**src/hw/rtl/lr_pkg.sv**
```systemverilog
// Shared types and constants for the line rasterizer.
// No dependencies; every other file of the block imports this package.
package lr_pkg;

  // Item kind carried on kind_i and through the command queue.
  typedef enum logic {
    KIND_LOAD = 1'b0,
    KIND_TICK = 1'b1
  } kind_e;

  // Depth of the command queue between front and back.
  localparam int unsigned CmdDepth = 2;

endpackage

```
**src/hw/rtl/line_rasterizer.sv**
```systemverilog
// Top level of the line rasterizer: front, command queue and back.
// Depends on lr_pkg, lr_front, lr_cmd_fifo and lr_back.
//
// All-octant Bresenham line generator. Push a load beat (kind 0) with both
// endpoints to start a line; it yields the start pixel. Each tick beat
// (kind 1) yields the next pixel; the pixel on the end point has last set,
// after which ticks are dropped without a result until the next load. A load
// during a running line abandons it. Items are accepted at one per clock
// while full is low, and the back produces one pixel per clock while its
// result is popped: each step is one add-and-compare pass of the error term
// in the back's stepper. An accepted beat lands in the two-entry command
// queue, and the stepper takes it from there straight into its result
// register once that register is empty or being popped. The command queue
// lets the front keep taking beats while a pixel waits to be popped; full
// rises only once two beats are queued behind an unpopped result.
module line_rasterizer #(
  parameter int unsigned COORD_BITS = 8
) (
  input  logic                  clk_i,
  input  logic                  rst_ni,
  input  logic                  push,
  output logic                  full,
  input  lr_pkg::kind_e         kind_i,
  input  logic [COORD_BITS-1:0] start_x_i,
  input  logic [COORD_BITS-1:0] start_y_i,
  input  logic [COORD_BITS-1:0] end_x_i,
  input  logic [COORD_BITS-1:0] end_y_i,
  output logic                  empty,
  input  logic                  pop,
  output logic [COORD_BITS-1:0] pixel_x_o,
  output logic [COORD_BITS-1:0] pixel_y_o,
  output logic                  last_o
);
  import lr_pkg::*;

  // Kind, four coordinates, two spans, two direction bits, error term.
  localparam int unsigned CmdW = 7 * COORD_BITS + 5;

  logic            cmd_push;
  logic [CmdW-1:0] cmd_wdata;
  logic            cmd_full;
  logic            cmd_valid;
  logic            cmd_pop;
  logic [CmdW-1:0] cmd_rdata;

  // Classify and set up each beat.
  lr_front #(
    .COORD_BITS (COORD_BITS),
    .CMD_W      (CmdW)
  ) u_front (
    .push       (push),
    .full       (full),
    .kind_i     (kind_i),
    .start_x_i  (start_x_i),
    .start_y_i  (start_y_i),
    .end_x_i    (end_x_i),
    .end_y_i    (end_y_i),
    .cmd_full_i (cmd_full),
    .cmd_push_o (cmd_push),
    .cmd_o      (cmd_wdata)
  );

  // Hold commands until the stepper takes them.
  lr_cmd_fifo #(
    .WIDTH (CmdW)
  ) u_cmd_fifo (
    .clk_i   (clk_i),
    .rst_ni  (rst_ni),
    .push_i  (cmd_push),
    .wdata_i (cmd_wdata),
    .full_o  (cmd_full),
    .pop_i   (cmd_pop),
    .valid_o (cmd_valid),
    .rdata_o (cmd_rdata)
  );

  // Step the line and present pixels.
  lr_back #(
    .COORD_BITS (COORD_BITS),
    .CMD_W      (CmdW)
  ) u_back (
    .clk_i       (clk_i),
    .rst_ni      (rst_ni),
    .cmd_valid_i (cmd_valid),
    .cmd_i       (cmd_rdata),
    .cmd_pop_o   (cmd_pop),
    .empty       (empty),
    .pop         (pop),
    .pixel_x_o   (pixel_x_o),
    .pixel_y_o   (pixel_y_o),
    .last_o      (last_o)
  );

endmodule

```
**src/hw/rtl/lr_front.sv**
```systemverilog
// Front of the line rasterizer: accepts beats, classifies them and
// precomputes the per-line setup (spans, step directions, initial error).
// Depends on lr_pkg.
module lr_front #(
  parameter int unsigned COORD_BITS = 8,
  parameter int unsigned CMD_W      = 7 * COORD_BITS + 5
) (
  input  logic                  push,
  output logic                  full,
  input  lr_pkg::kind_e         kind_i,
  input  logic [COORD_BITS-1:0] start_x_i,
  input  logic [COORD_BITS-1:0] start_y_i,
  input  logic [COORD_BITS-1:0] end_x_i,
  input  logic [COORD_BITS-1:0] end_y_i,
  input  logic                  cmd_full_i,
  output logic                  cmd_push_o,
  output logic [CMD_W-1:0]      cmd_o
);
  import lr_pkg::*;

  logic [COORD_BITS-1:0] span_x;
  logic [COORD_BITS-1:0] span_y;
  logic                  dir_x_neg;
  logic                  dir_y_neg;
  logic [COORD_BITS+1:0] err_init;

  // Absolute spans and step directions; equal coordinates count as negative.
  assign span_x    = (end_x_i >= start_x_i) ? end_x_i - start_x_i : start_x_i - end_x_i;
  assign span_y    = (end_y_i >= start_y_i) ? end_y_i - start_y_i : start_y_i - end_y_i;
  assign dir_x_neg = !(start_x_i < end_x_i);
  assign dir_y_neg = !(start_y_i < end_y_i);
  assign err_init  = {2'b00, span_x} - {2'b00, span_y};

  assign full       = cmd_full_i;
  assign cmd_push_o = push && !cmd_full_i;
  assign cmd_o      = {kind_i, start_x_i, start_y_i, end_x_i, end_y_i,
                       span_x, span_y, dir_x_neg, dir_y_neg, err_init};

endmodule

```
**src/hw/rtl/lr_cmd_fifo.sv**
```systemverilog
// Short command queue that decouples the front from the back.
// Depends on lr_pkg for its depth.
module lr_cmd_fifo #(
  parameter int unsigned WIDTH = 61
) (
  input  logic             clk_i,
  input  logic             rst_ni,
  input  logic             push_i,
  input  logic [WIDTH-1:0] wdata_i,
  output logic             full_o,
  input  logic             pop_i,
  output logic             valid_o,
  output logic [WIDTH-1:0] rdata_o
);
  import lr_pkg::*;

  localparam int unsigned PtrW = (CmdDepth > 1) ? $clog2(CmdDepth) : 1;
  localparam int unsigned CntW = $clog2(CmdDepth + 1);
  localparam logic [CntW-1:0] Depth = CntW'(CmdDepth);
  localparam logic [PtrW-1:0] LastIdx = PtrW'(CmdDepth - 1);

  logic [WIDTH-1:0] mem_q [CmdDepth];
  logic [PtrW-1:0]  wr_ptr_q, wr_ptr_d;
  logic [PtrW-1:0]  rd_ptr_q, rd_ptr_d;
  logic [CntW-1:0]  count_q, count_d;
  logic             do_push;
  logic             do_pop;

  assign full_o  = (count_q == Depth);
  assign valid_o = (count_q != '0);
  assign rdata_o = mem_q[rd_ptr_q];
  assign do_push = push_i && !full_o;
  assign do_pop  = pop_i && valid_o;

  always_comb begin
    wr_ptr_d = wr_ptr_q;
    rd_ptr_d = rd_ptr_q;
    count_d  = count_q;
    if (do_push) begin
      wr_ptr_d = (wr_ptr_q == LastIdx) ? '0 : wr_ptr_q + 1'b1;
    end
    if (do_pop) begin
      rd_ptr_d = (rd_ptr_q == LastIdx) ? '0 : rd_ptr_q + 1'b1;
    end
    if (do_push && !do_pop) begin
      count_d = count_q + 1'b1;
    end else if (do_pop && !do_push) begin
      count_d = count_q - 1'b1;
    end
  end

  always_ff @(posedge clk_i or negedge rst_ni) begin
    if (!rst_ni) begin
      wr_ptr_q <= '0;
      rd_ptr_q <= '0;
      count_q  <= '0;
    end else begin
      wr_ptr_q <= wr_ptr_d;
      rd_ptr_q <= rd_ptr_d;
      count_q  <= count_d;
    end
  end

  always_ff @(posedge clk_i) begin
    if (do_push) begin
      mem_q[wr_ptr_q] <= wdata_i;
    end
  end

endmodule

```
**src/hw/rtl/lr_back.sv**
```systemverilog
// Back of the line rasterizer: runs the Bresenham stepper and holds the
// result register. Depends on lr_pkg.
module lr_back #(
  parameter int unsigned COORD_BITS = 8,
  parameter int unsigned CMD_W      = 7 * COORD_BITS + 5
) (
  input  logic                  clk_i,
  input  logic                  rst_ni,
  input  logic                  cmd_valid_i,
  input  logic [CMD_W-1:0]      cmd_i,
  output logic                  cmd_pop_o,
  output logic                  empty,
  input  logic                  pop,
  output logic [COORD_BITS-1:0] pixel_x_o,
  output logic [COORD_BITS-1:0] pixel_y_o,
  output logic                  last_o
);
  import lr_pkg::*;

  localparam int unsigned EW = COORD_BITS + 2;
  localparam int unsigned DW = COORD_BITS + 3;

  // Unpacked command fields.
  logic                  c_kind;
  logic [COORD_BITS-1:0] c_sx, c_sy, c_ex, c_ey, c_spx, c_spy;
  logic                  c_dxn, c_dyn;
  logic [EW-1:0]         c_err;

  logic [COORD_BITS-1:0] cur_x_q, cur_x_d, cur_y_q, cur_y_d;
  logic [COORD_BITS-1:0] goal_x_q, goal_x_d, goal_y_q, goal_y_d;
  logic [COORD_BITS-1:0] span_x_q, span_x_d, span_y_q, span_y_d;
  logic                  dir_x_neg_q, dir_x_neg_d, dir_y_neg_q, dir_y_neg_d;
  logic [EW-1:0]         err_q, err_d;
  logic                  busy_q, busy_d;

  logic                  out_valid_q, out_valid_d;
  logic [COORD_BITS-1:0] pixel_x_q, pixel_x_d, pixel_y_q, pixel_y_d;
  logic                  last_q, last_d;

  logic                  advance;
  logic                  is_tick;
  logic                  emit;
  logic                  at_end;
  logic signed [DW-1:0]  e2, sx_ext, sy_ext;
  logic                  step_x, step_y;
  logic [EW-1:0]         err_step;

  assign {c_kind, c_sx, c_sy, c_ex, c_ey, c_spx, c_spy, c_dxn, c_dyn, c_err} = cmd_i;

  assign is_tick   = (kind_e'(c_kind) == KIND_TICK);
  assign advance   = cmd_valid_i && (!out_valid_q || pop);
  assign cmd_pop_o = advance;

  // Doubled error against both spans, all in signed arithmetic.
  assign e2     = $signed({err_q, 1'b0});
  assign sx_ext = $signed({3'b000, span_x_q});
  assign sy_ext = $signed({3'b000, span_y_q});
  assign step_x = (e2 > -sy_ext);
  assign step_y = (e2 < sx_ext);
  assign err_step = err_q - (step_x ? {2'b00, span_y_q} : '0)
                          + (step_y ? {2'b00, span_x_q} : '0);

  always_comb begin
    cur_x_d     = cur_x_q;
    cur_y_d     = cur_y_q;
    goal_x_d    = goal_x_q;
    goal_y_d    = goal_y_q;
    span_x_d    = span_x_q;
    span_y_d    = span_y_q;
    dir_x_neg_d = dir_x_neg_q;
    dir_y_neg_d = dir_y_neg_q;
    err_d       = err_q;
    emit        = 1'b0;
    if (advance) begin
      if (!is_tick) begin
        // Load: restart on the new endpoints.
        cur_x_d     = c_sx;
        cur_y_d     = c_sy;
        goal_x_d    = c_ex;
        goal_y_d    = c_ey;
        span_x_d    = c_spx;
        span_y_d    = c_spy;
        dir_x_neg_d = c_dxn;
        dir_y_neg_d = c_dyn;
        err_d       = c_err;
        emit        = 1'b1;
      end else if (busy_q) begin
        // Tick on a running line: take one step.
        err_d = err_step;
        if (step_x) begin
          cur_x_d = dir_x_neg_q ? cur_x_q - 1'b1 : cur_x_q + 1'b1;
        end
        if (step_y) begin
          cur_y_d = dir_y_neg_q ? cur_y_q - 1'b1 : cur_y_q + 1'b1;
        end
        emit = 1'b1;
      end
      // A tick while idle is dropped without a result.
    end
  end

  assign at_end = (cur_x_d == goal_x_d) && (cur_y_d == goal_y_d);

  always_comb begin
    busy_d      = busy_q;
    out_valid_d = out_valid_q;
    pixel_x_d   = pixel_x_q;
    pixel_y_d   = pixel_y_q;
    last_d      = last_q;
    if (out_valid_q && pop) begin
      out_valid_d = 1'b0;
    end
    if (emit) begin
      busy_d      = !at_end;
      out_valid_d = 1'b1;
      pixel_x_d   = cur_x_d;
      pixel_y_d   = cur_y_d;
      last_d      = at_end;
    end
  end

  always_ff @(posedge clk_i or negedge rst_ni) begin
    if (!rst_ni) begin
      cur_x_q     <= '0;
      cur_y_q     <= '0;
      goal_x_q    <= '0;
      goal_y_q    <= '0;
      span_x_q    <= '0;
      span_y_q    <= '0;
      dir_x_neg_q <= 1'b0;
      dir_y_neg_q <= 1'b0;
      err_q       <= '0;
      busy_q      <= 1'b0;
      out_valid_q <= 1'b0;
    end else begin
      cur_x_q     <= cur_x_d;
      cur_y_q     <= cur_y_d;
      goal_x_q    <= goal_x_d;
      goal_y_q    <= goal_y_d;
      span_x_q    <= span_x_d;
      span_y_q    <= span_y_d;
      dir_x_neg_q <= dir_x_neg_d;
      dir_y_neg_q <= dir_y_neg_d;
      err_q       <= err_d;
      busy_q      <= busy_d;
      out_valid_q <= out_valid_d;
    end
  end

  always_ff @(posedge clk_i) begin
    pixel_x_q <= pixel_x_d;
    pixel_y_q <= pixel_y_d;
    last_q    <= last_d;
  end

  assign empty     = !out_valid_q;
  assign pixel_x_o = pixel_x_q;
  assign pixel_y_o = pixel_y_q;
  assign last_o    = last_q;

  // A running line never sits on its end point.
  a_busy_not_at_goal: assert property (@(posedge clk_i) disable iff (!rst_ni)
    busy_q |-> !((cur_x_q == goal_x_q) && (cur_y_q == goal_y_q)))
    else $error("busy while at end point");

  // Going idle always coincides with a freshly stored last pixel.
  a_idle_on_last: assert property (@(posedge clk_i) disable iff (!rst_ni)
    $fell(busy_q) |-> (out_valid_q && last_q))
    else $error("went idle without a last pixel");

  // A tick while idle leaves the position alone.
  a_idle_tick_holds: assert property (@(posedge clk_i) disable iff (!rst_ni)
    (!busy_q && cmd_valid_i && is_tick) |=> ($stable(cur_x_q) && $stable(cur_y_q)))
    else $error("idle tick moved the position");

endmodule

```
**config.mk**
```make
export PLATFORM = sky130hd
export DESIGN_NAME = line_rasterizer
export DESIGN_NICKNAME = d
export VERILOG_FILES = /design/src/hw/rtl/lr_pkg.sv /design/src/hw/rtl/line_rasterizer.sv /design/src/hw/rtl/lr_front.sv /design/src/hw/rtl/lr_cmd_fifo.sv /design/src/hw/rtl/lr_back.sv
export SDC_FILE = /design/constraint.sdc
export NUM_CORES = 1
export LEC_CHECK = 0
export BUFFER_PORTS_ARGS = -buffer_cell sky130_fd_sc_hd__clkbuf_2
export CORE_UTILIZATION = 66
export CTS_BUF_LIST = sky130_fd_sc_hd__clkbuf_8
export DETAILED_ROUTE_END_ITERATION = 7
export PLACE_DENSITY = 0.85
export REMOVE_ABC_BUFFERS = 1
export SLEW_MARGIN = 20
export SYNTH_ARGS = -nofsm -noshare
export SYNTH_HDL_FRONTEND = slang
export SYNTH_SLANG_ARGS = --single-unit
```
**constraint.sdc**
```tcl
create_clock -name clk_i -period 7.5 [get_ports clk_i]
set_input_delay 0.75 -clock clk_i [delete_from_list [all_inputs] [get_ports clk_i]]
set_output_delay 0.75 -clock clk_i [all_outputs]
set_load 0.02 [all_outputs]
```
# After elaboration in Yosys (flattened, before gate mapping)
# Memory sizes are Yosys's and may differ from the RTL's.
# Index checks and enable logic that the tools add are counted.
[totals]
memories = 1
ff_bits = 83
output_inout_bits = 19
in_bits = 37
ram_bits = 122
[op_classes]
muxes = 31
order_cmp = 6
n_eq_ne = 4
bitwise_logic = 1
add_sub_neg = 16
reduce_logical = 21
[mem_list]
columns = ["name", "depth", "word_bits", "read_ports", "rd_ports_with_merged_regs", "wr", "line_no", "rtl"]
rows = [
  ["u_cmd_fifo.mem_q", 2, 61, 1, 0, 1, "lr_cmd_fifo.sv:22", "logic [WIDTH-1:0] mem_q [CmdDepth];"],
]
[op_table]
columns = ["operator", "n"]
rows = [
  ["2-to-1 mux 8 bit", 18],
  ["subtractor 8 bit", 4],
  ["2-to-1 mux 10 bit", 2],
  ["adder 8 x 1 -> 8 bit (second input constant)", 2],
  ["== test 8 bit", 2],
  ["greater-or-equal comparator 8 bit", 2],
  ["less-than comparator 8 bit", 2],
  ["subtractor 8 x 1 -> 8 bit (second input constant)", 2],
  ["greater-than comparator 11 bit", 1],
  ["less-than comparator 11 x 9 -> 1 bit", 1],
  ["negator 8 -> 11 bit", 1],
  ["adder 10 bit", 1],
  ["subtractor 10 bit", 1],
  ["2-to-1 mux 1 bit", 9],
  ["subtractor 8 x 8 -> 9 bit", 1],
  ["logical AND 1 bit", 8],
  ["logical NOT 1 bit", 7],
  ["nonzero test 2 bit", 3],
  ["2-to-1 mux 2 bit", 2],
  ["AND reduction 2 bit", 2],
  ["adder 1 bit (second input constant)", 2],
  ["adder 2 x 1 -> 2 bit (second input constant)", 1],
  ["== test 2 bit (second input constant)", 1],
  ["inequality test 2 x 1 -> 1 bit (second input constant)", 1],
  ["3 further kinds", 3],
]

# Longest topological paths before layout
[logic_depth]
word_depth = 9
mapped_depth = 25
mapped_depth_nobuf = 25

# Modules after synthesis
# From an unflattened synthesis, not the netlist that was laid out.
[hier_totals]
hier_cells = 1081
hier_area_um2 = 12239.2
[by_module_without_submodules]
columns = ["module", "area_per_inst_um2", "seq_area_each_um2", "cells_each", "n_inst"]
rows = [
  ["lr_back", 5474.0, 2062.0, 620, 1],
  ["lr_cmd_fifo", 4901.0, 3763.6, 209, 1],
  ["lr_front", 1864.3, 0.0, 252, 1],
]

# Worst setup path after synthesis
# No wires, ideal clock.
[synth_timing]
path_kind = "register to register"
from = "register u_back.span_y_q[2]"
to = "register u_back.err_q[9]"
setup_slack_ns = 2.463
arrival_ns = 4.960
path_stages_with_launch = 23
setup_ns = 0.077
path_buffers = 0
path_cell_list = "dfrtp_1 > nor2_1 > nand2_1 > or4_1 > xnor2_1 > ha_1 > a211oi_2 > nor2_1 > a2111oi_1 > mux2i_1 > and2_1 > fa_1 > inv_1 > ha_1 > a21o_1 > a21oi_1 > o21ai_0 > a21oi_1 > o21bai_1 > a211oi_1 > o21bai_1 > xor2_1 > a21oi_1"
[synth_between]
elab_chain_len = 7
[synth_rtl]
columns = ["item", "line_no", "rtl"]
rows = [
  ["start, declared", "lr_back.sv:31", "logic [COORD_BITS-1:0] span_x_q, span_x_d, span_y_q, span_y_d;"],
  ["start signal, assigned", "lr_back.sv:141", "span_y_q <= span_y_d;"],
  ["negator 8 -> 11 bit", "lr_back.sv:58", "assign step_x = (e2 > -sy_ext);"],
  ["greater-than comparator 11 bit", "lr_back.sv:58", ""],
  ["2-to-1 mux 8 bit *", "lr_back.sv:60", "assign err_step = err_q - (step_x ? {2'b00, span_y_q} : '0)"],
  ["subtractor 10 bit *", "lr_back.sv:60", ""],
  ["adder 10 bit *", "lr_back.sv:61", "+ (step_y ? {2'b00, span_x_q} : '0);"],
  ["2-to-1 mux 10 bit *", "lr_back.sv:87", "end else if (busy_q) begin"],
  ["2-to-1 mux 10 bit *", "lr_back.sv:75", "if (!is_tick) begin"],
  ["end signal, assigned", "lr_back.sv:144", "err_q <= err_d;"],
  ["end, declared", "lr_back.sv:33", "logic [EW-1:0] err_q, err_d;"],
]
# Every way passes the cells marked *; elsewhere a longest branch is shown, timed or not. The select of a mux whose other input is x is not followed.
# A chain may end at the register's enable or synchronous reset.

# Worst setup path after layout
# Same ends and word-level chain as after synthesis.

==> metrics.txt <==
outcome=completed; crit end category=flip-flop; vias in the first global route=8610; Syn Area/Cell=10.6 um^2; top cells by area, synth=edfxtp_1 (34%), dfrtp_1 (14%), ha_1 (8.5%); Reg2Reg Setup Slack=1.85 ns; Mapped Cells=1137; Max Slew Vio Count=0; Antenna diodes=0; setup TNS=0 ns; clock network latency to the later pin of the worst-skew pair=0.52 ns; CTS buffer count=35; clock sink count=203; cell taking the most area after synthesis=edfxtp_1; Final period util=75.3%; crit path from=u_back.span_y_q[2]$_DFFE_PN0P_; minimum clock period=5.65 ns; Clock Root Buffer=clkbuf_8; Final setup viols=0; std cell rows=49; combinational share of power=55.4%; CTS tree=done; I/O Pins=56; adder-cell share of the synthesized area=11.0%; global placement routability congestion=1.01; Die H=137 um; initial drt markers=820; register area share after synthesis=47.7%; maximum buffer depth of the clock tree=3; Port Buffer Count=55; CTS hold repair buffers=0; Die ar.=18900 um^2; DP HPWL=21.6 mm; Layout area overhead=10.0%; WL met2=13.6 mm; Post-Syn Area=12100 um^2; Pint=0.00375 W; P_sw=0.00307 W; XOR/XNOR Fraction of Synth Area=3.70%; Final Hold Fails=0; largest family of logic cells by synthesized area=compound AO/OA/AOI/OAI gates; gr ovfl total=0; core area=18000 um^2; number of fill cells=1270; clock share of power=14.5%; Pleak=5.85 nW; yosys warns=0; top-count cell post-synth=edfxtp_1; synth cell count leaders=edfxtp_1 (137), inv_1 (125), nand2_1 (89); Post-synth top flop=edfxtp_1; worst hold start=kind_i; vias per inst=6.25; Tot GR Track Use=32.7%; M1 WL=12.7 mm; Antenna Violating Nets Remaining=0; Min-Delay Path Class=in2reg; initial antenna violation count=1; Synth top area share=34.0%; CP required=7.95 ns; sw frac=45.0%; Wirelength per Cell=20.3 um; cts repair resizes=0; critical path type=reg2reg; Worst-Margin Slew=0.967 ns; routed length on met3=2.67 mm; R2R Path Start=u_back.span_y_q[2]$_DFFE_PN0P_; P per Cell Area=513 nW/um^2; Worst EP arrival=6.10 ns; synth unique cells=70; Layout Utilization=74.0%; routed vias=9130; Max FO, Critical Path=9; Async SR Flop Fraction=32.5%; Flop pwr share=30.1%; Starting Density=67.3%; final wirelength=29.6 mm; mux cell area share after synthesis=6.31%; max cap viols=0; RSZ-0062 raised after global routing=false; post-CTS setup repair buffer count=0; Top Metal Used=met5; clock skew=0.0177 ns; first-pass GRT wire length=46.1 mm; Synth Area in Compound Gates=16.0%; Post-synth EDFFs=137; f_max=0.177 GHz; Post-Synth Simple-Gate Area=10.3%; max_slew headroom=35.5%; fraction of layout cells with a size suffix above 1=11.5%; largest net degree at the start of global routing=73; Clock Pin Slew Worst Setup and Hold Paths=0.06 ns; Die Wd=137 um; drc violations=0; Worst setup SP type=flip-flop; # H-tree levels=2; first drt pass iteration count=7; Synth Register Bits=203; final net count=1339; Max IR drop VDD=0.345 mV
## critical path, cell delays in order, from the launching register on
cell,delay [ns]
dfrtp_1,0.43
nor2_1,0.20
nand2_1,0.13
or4_1,0.48
xnor2_1,0.16
ha_1,0.19
a211oi_2,0.20
nor2_1,0.07
a2111oi_1,0.61
mux2i_1,0.58
and2_1,0.23
fa_1,0.46
inv_1,0.08
ha_1,0.23
a21o_1,0.18
a21oi_1,0.20
o21ai_0,0.11
a21oi_1,0.24
o21bai_1,0.11
a211oi_1,0.26
o21bai_1,0.13
xor2_1,0.15
a21oi_1,0.14
## power by group through the flow
stage	Clock [W]	Combinational (W)	Sequential (W)
6_report	0.000990	0.00378	0.00205
5_1_grt	0.00105	0.00417	0.00209
4_1_cts	0.00100	0.00372	0.00204
3_5_place_dp	0	0.00370	0.00206
3_3_place_gp	0	0.00358	0.00204
2_1_floorplan	0	0.00269	0.00206
## state kept, by name, indices dropped and copies added, names as in the netlist, 2 cells and up
register,count
u_back.span_x_q,8
u_back.goal_x_q,8
u_back.err_q,10
u_back.pixel_x_o,8
u_back.span_y_q,8
u_back.goal_y_q,8
u_cmd_fifo.count_q,2
u_cmd_fifo.mem_q,120
u_back.cur_y_q,8
u_back.cur_x_q,8
u_back.pixel_y_o,8
## metrics by stage
| stage | cells | setup slack (ns) | instance area [um^2] | power (W) | hold slack, ns |
|---|---|---|---|---|---|
| final | 1460 | 1.85 | 13300 | 0.00682 | 0.429 |
| after floorplan | 1104 | 0.831 | 12000 | 0.00475 | 0.454 |
| after global placement | 1397 | 1.92 | 12600 | 0.00562 | 0.479 |
| after detailed placement | 1397 | 1.83 | 12600 | 0.00575 | 0.505 |
| after global routing | 1460 | 1.35 | 13300 | 0.00731 | 0.410 |
| after CTS | 1460 | 1.84 | 13300 | 0.00677 | 0.409 |
## placed cells by master, fill, tap and decap left out, types with 5 or more instances in the layout
| cell | Yosys | layout |
|---|---|---|
| a211oi_1 | 15 | 14 |
| a21o_1 | 24 | 24 |
| a21oi_1 | 65 | 65 |
| a2bb2oi_1 | 5 | 5 |
| a31oi_1 | 9 | 9 |
| and2_1 | 12 | 12 |
| buf_4 | 0 | 9 |
| clkbuf_2 | 0 | 54 |
| clkbuf_8 | 0 | 38 |
| clkinv_2 | 0 | 5 |
| dfrtp_1 | 66 | 65 |
| edfxtp_1 | 137 | 137 |
| fa_1 | 15 | 15 |
| ha_1 | 82 | 82 |
| inv_1 | 125 | 139 |
| mux2_2 | 17 | 17 |
| mux2i_1 | 57 | 56 |
| nand2_1 | 89 | 89 |
| nand2b_1 | 15 | 15 |
| nand3_1 | 13 | 12 |
| nand4_1 | 9 | 9 |
| nor2_1 | 54 | 53 |
| nor2b_1 | 22 | 22 |
| nor3_1 | 11 | 11 |
| nor4_1 | 5 | 5 |
| o211ai_1 | 12 | 12 |
| o21ai_0 | 74 | 74 |
| o21bai_1 | 11 | 11 |
| o221ai_1 | 6 | 6 |
| o22a_1 | 12 | 12 |
| o22ai_1 | 14 | 14 |
| o31ai_1 | 5 | 5 |
| xnor2_1 | 27 | 27 |
| xor2_1 | 24 | 24 |
## cell families after synthesis
family | after synthesis
flops | 203
xor+xnor | 51
compound gates | 296
mux | 74
simple gates | 255
fa+ha+maj | 97
buf+inv | 161
## worst paths after layout
check,end,cells after the start
worst max-delay path,u_back.err_q[9]$_DFFE_PN0P_,22
worst min-delay path,u_cmd_fifo.mem_q[0][60]$_DFFE_PP_,1
worst max register to register,u_back.err_q[9]$_DFFE_PN0P_,22
worst min register to register,u_back.goal_x_q[0]$_DFF_PN0_,2
max in group asynchronous,u_cmd_fifo.rd_ptr_q$_DFFE_PN0P_,2
min in group asynchronous,u_back.span_x_q[0]$_DFFE_PN0P_,2
## area by class of cell
cell class	instances	area, um^2	area share, %
clock buffers	38	523	3.93
clock inverters	25	163	1.22
inverters	128	480	3.61
multi-input cells	773	5730	43.1
flip-flops and latches	203	5770	43.4
well taps	229	287	2.16
repair buffers	64	343	2.58
## per-layer routing
layer | up-vias | GRT usage [%]
li1 | 4260 | -
met1 | 4425 | 46.7
met2 | 388 | 50.9
met3 | 55 | 6.22
met4 | 2 | 10.1
met5 | - | 0
(Power assumes the default switching activity.)
